**config.mk**
```make
export PLATFORM = sky130hd
export DESIGN_NAME = pis_mul
export DESIGN_NICKNAME = d
export VERILOG_FILES = /design/src/sv/particle_integrator_step_macros.svh /design/src/sv/pis_pkg.sv /design/src/sv/pis_mul.sv
export SDC_FILE = /design/constraint.sdc
export NUM_CORES = 2
export LEC_CHECK = 0
export ABC_AREA = 1
export BUFFER_PORTS_ARGS = -buffer_cell sky130_fd_sc_hd__buf_2
export CAP_MARGIN = 10
export CORE_MARGIN = 2
export CORE_UTILIZATION = 57
export DETAILED_ROUTE_END_ITERATION = 10
export PLACE_DENSITY = 0.74
export SYNTH_ARGS = -nofsm -noshare
export SYNTH_HDL_FRONTEND = slang
export SYNTH_SLANG_ARGS = --single-unit
```
**constraint.sdc**
```tcl
create_clock -name clk_i -period 17.1 [get_ports clk_i]
set_input_delay 1.71 -clock clk_i [delete_from_list [all_inputs] [get_ports clk_i]]
set_output_delay 1.71 -clock clk_i [all_outputs]
set_load 0.01 [all_outputs]
```
**src/sv/particle_integrator_step_macros.svh**
```systemverilog
// Assertion macros shared by the integrator RTL.
// In simulation they expand to concurrent assertions; for synthesis they vanish.
`ifndef PARTICLE_INTEGRATOR_STEP_MACROS_SVH
`define PARTICLE_INTEGRATOR_STEP_MACROS_SVH

`ifndef SYNTHESIS
// Property checked while out of reset.
`define PIS_ASSERT(lbl, clk, rst_n, prop, msg) \
  lbl: assert property (@(posedge clk) disable iff (!rst_n) prop) else $error(msg);
// Property checked at every edge, reset included.
`define PIS_ASSERT_ALWAYS(lbl, clk, prop, msg) \
  lbl: assert property (@(posedge clk) prop) else $error(msg);
`else
`define PIS_ASSERT(lbl, clk, rst_n, prop, msg)
`define PIS_ASSERT_ALWAYS(lbl, clk, prop, msg)
`endif

`endif

```
**src/sv/pis_pkg.sv**
```systemverilog
`timescale 1ns / 1ps

package pis_pkg;

  // Number format: signed Q16.16 words, unsigned Q15.16 factors one bit narrower.
  localparam int WORD_BITS = 32;
  localparam int FRAC_BITS = 16;
  localparam int UFRAC_W   = WORD_BITS - 1;
  localparam int STEP_W    = 16;
  localparam int TAG_W     = 16;
  localparam int PROD_W    = WORD_BITS + UFRAC_W;
  localparam int SUM_W     = PROD_W + 1;

  typedef logic signed [WORD_BITS-1:0] word_t;
  typedef logic        [WORD_BITS-1:0] mag_t;
  typedef logic        [UFRAC_W-1:0]   ufrac_t;
  typedef logic        [STEP_W-1:0]    step_t;
  typedef logic        [TAG_W-1:0]     tag_t;
  typedef logic        [PROD_W-1:0]    prod_t;
  typedef logic        [SUM_W-1:0]     sum_t;

  typedef enum logic [1:0] {
    M_SYMP   = 2'd0,
    M_VERLET = 2'd1,
    M_FIRST  = 2'd2,
    M_DAMP   = 2'd3
  } method_e;

  typedef enum logic [1:0] {
    CFG_METHOD = 2'd0,
    CFG_STEP   = 2'd1,
    CFG_GAMMA  = 2'd2
  } cfg_idx_e;

  localparam method_e METHOD_RST = M_SYMP;
  localparam step_t   STEP_RST   = 16'd655;
  localparam ufrac_t  GAMMA_RST  = 31'd65536;

  localparam word_t SMAX = {1'b0, {(WORD_BITS-1){1'b1}}};
  localparam word_t SMIN = {1'b1, {(WORD_BITS-1){1'b0}}};

  // Rounding offsets and saturation limits on the widened product.
  localparam sum_t RND_FULL = sum_t'(1) << (FRAC_BITS - 1);
  localparam sum_t RND_HALF = sum_t'(1) << FRAC_BITS;
  localparam sum_t NEG_LIM  = sum_t'(1) << (WORD_BITS - 1);
  localparam sum_t POS_LIM  = NEG_LIM - sum_t'(1);

  typedef struct packed {
    logic   func;
    word_t  position;
    word_t  velocity;
    word_t  force_req;
    ufrac_t inv_mass;
    logic   fixed;
    tag_t   item_tag;
    logic   last;
  } in_t;

  typedef struct packed {
    word_t new_position;
    word_t new_velocity;
    tag_t  tag_out;
    logic  last_out;
  } out_t;

  // Per-request control decoded at entry and carried along the pipeline.
  typedef struct packed {
    logic kick_v;      // velocity gets a kick added
    logic damp_v;      // velocity replaced by the damped force term
    logic upd_x;       // position is advanced
    logic half_kick;   // kick uses h/2
    logic verlet_pos;  // Verlet position pass with the h*h/2 term
  } ctrl_t;

  typedef struct packed {
    tag_t tag;
    logic last;
  } side_t;

  // Round a magnitude product to nearest (ties away from zero), apply the
  // sign and saturate. Half selects the extra shift for a factor of one half.
  function automatic word_t rnd_sat(input prod_t prod, input logic neg, input logic half);
    sum_t  sum;
    sum_t  q;
    word_t r;
    sum = {1'b0, prod} + (half ? RND_HALF : RND_FULL);
    q   = half ? (sum >> (FRAC_BITS + 1)) : (sum >> FRAC_BITS);
    if (neg) begin
      if (q > NEG_LIM) r = SMIN;
      else             r = -word_t'(q[WORD_BITS-1:0]);
    end else begin
      if (q > POS_LIM) r = SMAX;
      else             r = word_t'(q[WORD_BITS-1:0]);
    end
    return r;
  endfunction

  function automatic word_t sat_add(input word_t a, input word_t b);
    logic signed [WORD_BITS:0] s;
    word_t r;
    s = {a[WORD_BITS-1], a} + {b[WORD_BITS-1], b};
    if (s[WORD_BITS] != s[WORD_BITS-1]) r = s[WORD_BITS] ? SMIN : SMAX;
    else                                r = s[WORD_BITS-1:0];
    return r;
  endfunction

  function automatic word_t sat_neg(input word_t a);
    word_t r;
    if (a == SMIN) r = SMAX;
    else           r = -a;
    return r;
  endfunction

endpackage

```
**src/sv/pis_mul.sv**
```systemverilog
`timescale 1ns / 1ps

// Registered sign-magnitude multiplier: signed word times unsigned factor.
module pis_mul import pis_pkg::*; (
  input  logic   clk_i,
  input  word_t  a_i,
  input  ufrac_t b_i,
  output prod_t  prod_o,
  output logic   neg_o
);

  mag_t  mag;
  prod_t prod_d, prod_q;
  logic  neg_d, neg_q;

  // Magnitude of the signed operand; the most negative word maps to 2^31.
  always_comb begin
    mag    = a_i[WORD_BITS-1] ? mag_t'(-a_i) : mag_t'(a_i);
    neg_d  = a_i[WORD_BITS-1];
    prod_d = prod_t'(mag) * prod_t'(b_i);
  end

  always_ff @(posedge clk_i) begin
    prod_q <= prod_d;
    neg_q  <= neg_d;
  end

  assign prod_o = prod_q;
  assign neg_o  = neg_q;

endmodule

```
==> key figures <==
CTS
  – H-tree levels: 3
  – Post-CTS setup buffers: 0
  – CTS Buf Count: 9
  – CTS tree: built
  – Hold_buf cts: 0
  – CTS Buffer Depth: 2
  – Clock slew at reported path FFs: 0.07 ns
  – Clock tree root buffer cell: clkbuf_16
  – PostCTS Resize Cnt: 0
  – # clock sinks: 64

Placement
  – Gpl congestion: 1.04
  – HPWL after DPL: 102000 um
  – Port Buffers: 127
  – Pre-CTS setup slack: 6.05 ns

Routing
  – Total iterations of the first detailed-routing run: 6
  – Antenna-violating nets left: 0
  – Routed WL per cell: 24.2 um
  – Residual DRC: 0
  – Avg Vias per Cell: 5.75
  – Final WL: 131000 um
  – Starting DRT DRC Count: 3192
  – DR vias: 31200

Timing
  – Final hold vios: 0
  – Setup TNS: 0 ns
  – Tightest Pin Transition: 1.28 ns
  – Final setup viols: 0
  – Max Slew Vio Count: 0
  – Unrepaired setup endpoints after global routing: no
  – Max Fclk: 90.8 MHz
  – Post-layout min period: 11.01 ns
  – Period utilisation layout: 0.644
  – Worst Hold Slack: 1.86 ns
  – Max_slew headroom: 0.144
  – Worst setup margin: 6.09 ns

Logic synthesis
  – Yosys top cell area share: 0.484
  – Seq/Total Area, Yosys: 0.0358
  – Synthesized area per cell: 7.85 um2
  – Syn nets: 5747
  – Post-synth EDFFs: 0
  – Leading area contributor after synthesis: fa_1
  – Post-Syn Instances: 4560
  – Yosys reg bits: 64
  – Synthesized area: 35800 um2
  – Most instantiated library cell after synthesis: inv_1
  – Synth top cells by count: 1160 x inv_1, 962 x nand2_1, 866 x fa_1
  – Synth Flop Type: dfxtp_1
  – Top post-synthesis cells by area: fa_1 48%, inv_1 12%, nand2_1 10%
  – Async SR Flop Fraction: 0
  – Ys Warns: 0
  – Yosys cell types: 42

Floorplanning
  – Initial core utilization: 0.578
  – DIE WIDTH: 255 um
  – CORE AREA: 61900 um2
  – Die height: 255 um
  – Std-Cell Rows: 91
  – Die ar.: 64800 um2
  – I/O Pins: 128

Hold path
  – HP Start: b_i[0]
  – HP Class: primary input to flip-flop

Finish
  – Final core utilization: 0.604
  – Final Net Count: 5762
  – Share of cells above drive strength 1: 0.0620
  – Area added between synthesis and finish: 4.51%

Setup path
  – Critical path data required time: 17.35 ns
  – Critical Path Start: a_i[0]
  – Crit path max fanout: 32
  – Slowest stage delay, CP: 1.06 ns
  – Crit end category: flip-flop
  – Crit start category: primary input
  – Crit path capture: prod_o[61]
  – CP Class: primary input to flip-flop
  – CP max stage cell: inv_1
  – Crit path DAT: 11.26 ns

Global route
  – Global Route Usage Sum: 0.422
  – First-pass GRT wire length: 198000 um
  – Total grt overflow: 0
  – Vias in the first global route: 32200
  – Largest net degree at the start of global routing: 35
  – Antenna violations before repair: 1

Outcome
  – Status: finished, final reports clean

Flow run
  – # Max-Cap Violations: 0
-- layout make-up --
| class | instances | area, um2 |
|---|---|---|
| Tap cell | 837 | 1050 |
| Inverter | 1190 | 4470 |
| Antenna cell | 3 | 7.51 |
| Fill cell | 5698 | 24500 |
| Clock buffer | 10 | 239 |
| Multi-Input combinational cell | 3132 | 29200 |
| Clock inverter | 6 | 115 |
| Sequential cell | 64 | 1280 |
| Timing Repair Buffer | 178 | 1020 |
-- routing by layer --
layer,vias to the layer above,track usage,routed length [um]
li1,13100,-,-
met4,4,0.263,10400
met1,15200,0.534,46700
met3,584,0.146,18500
met5,-,0.0143,77
met2,2302,0.620,55300
-- worst max-delay path: cells and delay by family --
family	cells	cell delay (ns)
simple gates	14	2.90
fa+ha+maj	9	4.57
buf+inv	11	2.02
-- worst min path at each step --
stage	depth (start not counted)	end	slack [ns]
floorplan	0	neg_o	1.74
global placement	1	prod_o[58]	2.10
detailed placement	1	prod_o[50]	2.10
CTS	3	prod_o[0]	1.85
global route	3	prod_o[0]	1.86
finish	3	prod_o[0]	1.86
-- cells in the final DEF (no fill, tap or decap), types with 2 or more instances in the layout --
cell type / instances
a21oi_1: 95
a21oi_2: 10
and2_1: 2
buf_2: 127
buf_4: 51
bufinv_16: 3
clkbuf_16: 9
clkinv_1: 10
dfxtp_1: 64
diode_2: 3
fa_1: 866
ha_1: 257
inv_1: 1160
inv_2: 20
nand2_1: 962
nand2_2: 27
nand2_4: 2
nand3_1: 202
nand3_2: 4
nand3b_1: 3
nand4_1: 21
nor2_1: 555
nor2_2: 4
nor2_4: 14
nor3_1: 21
o21ai_0: 6
o21ai_1: 7
o21ai_2: 2
o21ai_4: 2
o21bai_1: 14
or2_1: 6
xnor2_1: 4
xor2_1: 38
-- stage by stage --
stage	cells	area, um2
5_1_grt	5417	37400
6_report	5420	37400
3_3_place_gp	5401	37000
2_1_floorplan	4560	35800
3_5_place_dp	5401	37000
4_1_cts	5417	37400
-- cell families (layout without fill, tap and decap cells) --
kind of cell    count (synthesis)  after routing  share of synthesized area
simple gates                 1827           1827                      0.209
buf+inv                      1364           1384                      0.148
fa+ha+maj                    1123           1123                      0.574
compound gates                139            139                     0.0227
flops                          64             64                     0.0358
xor+xnor                       43             43                     0.0110
other cells                     0              3                          0
-- registers in the layout, indices dropped and copies added, names as in the netlist --
register,cells
neg_o,1
prod_o,63
Power is left out: the tool's default activity adds up to more than one toggle a clock period on the data nets, which glitch-free logic cannot reach.
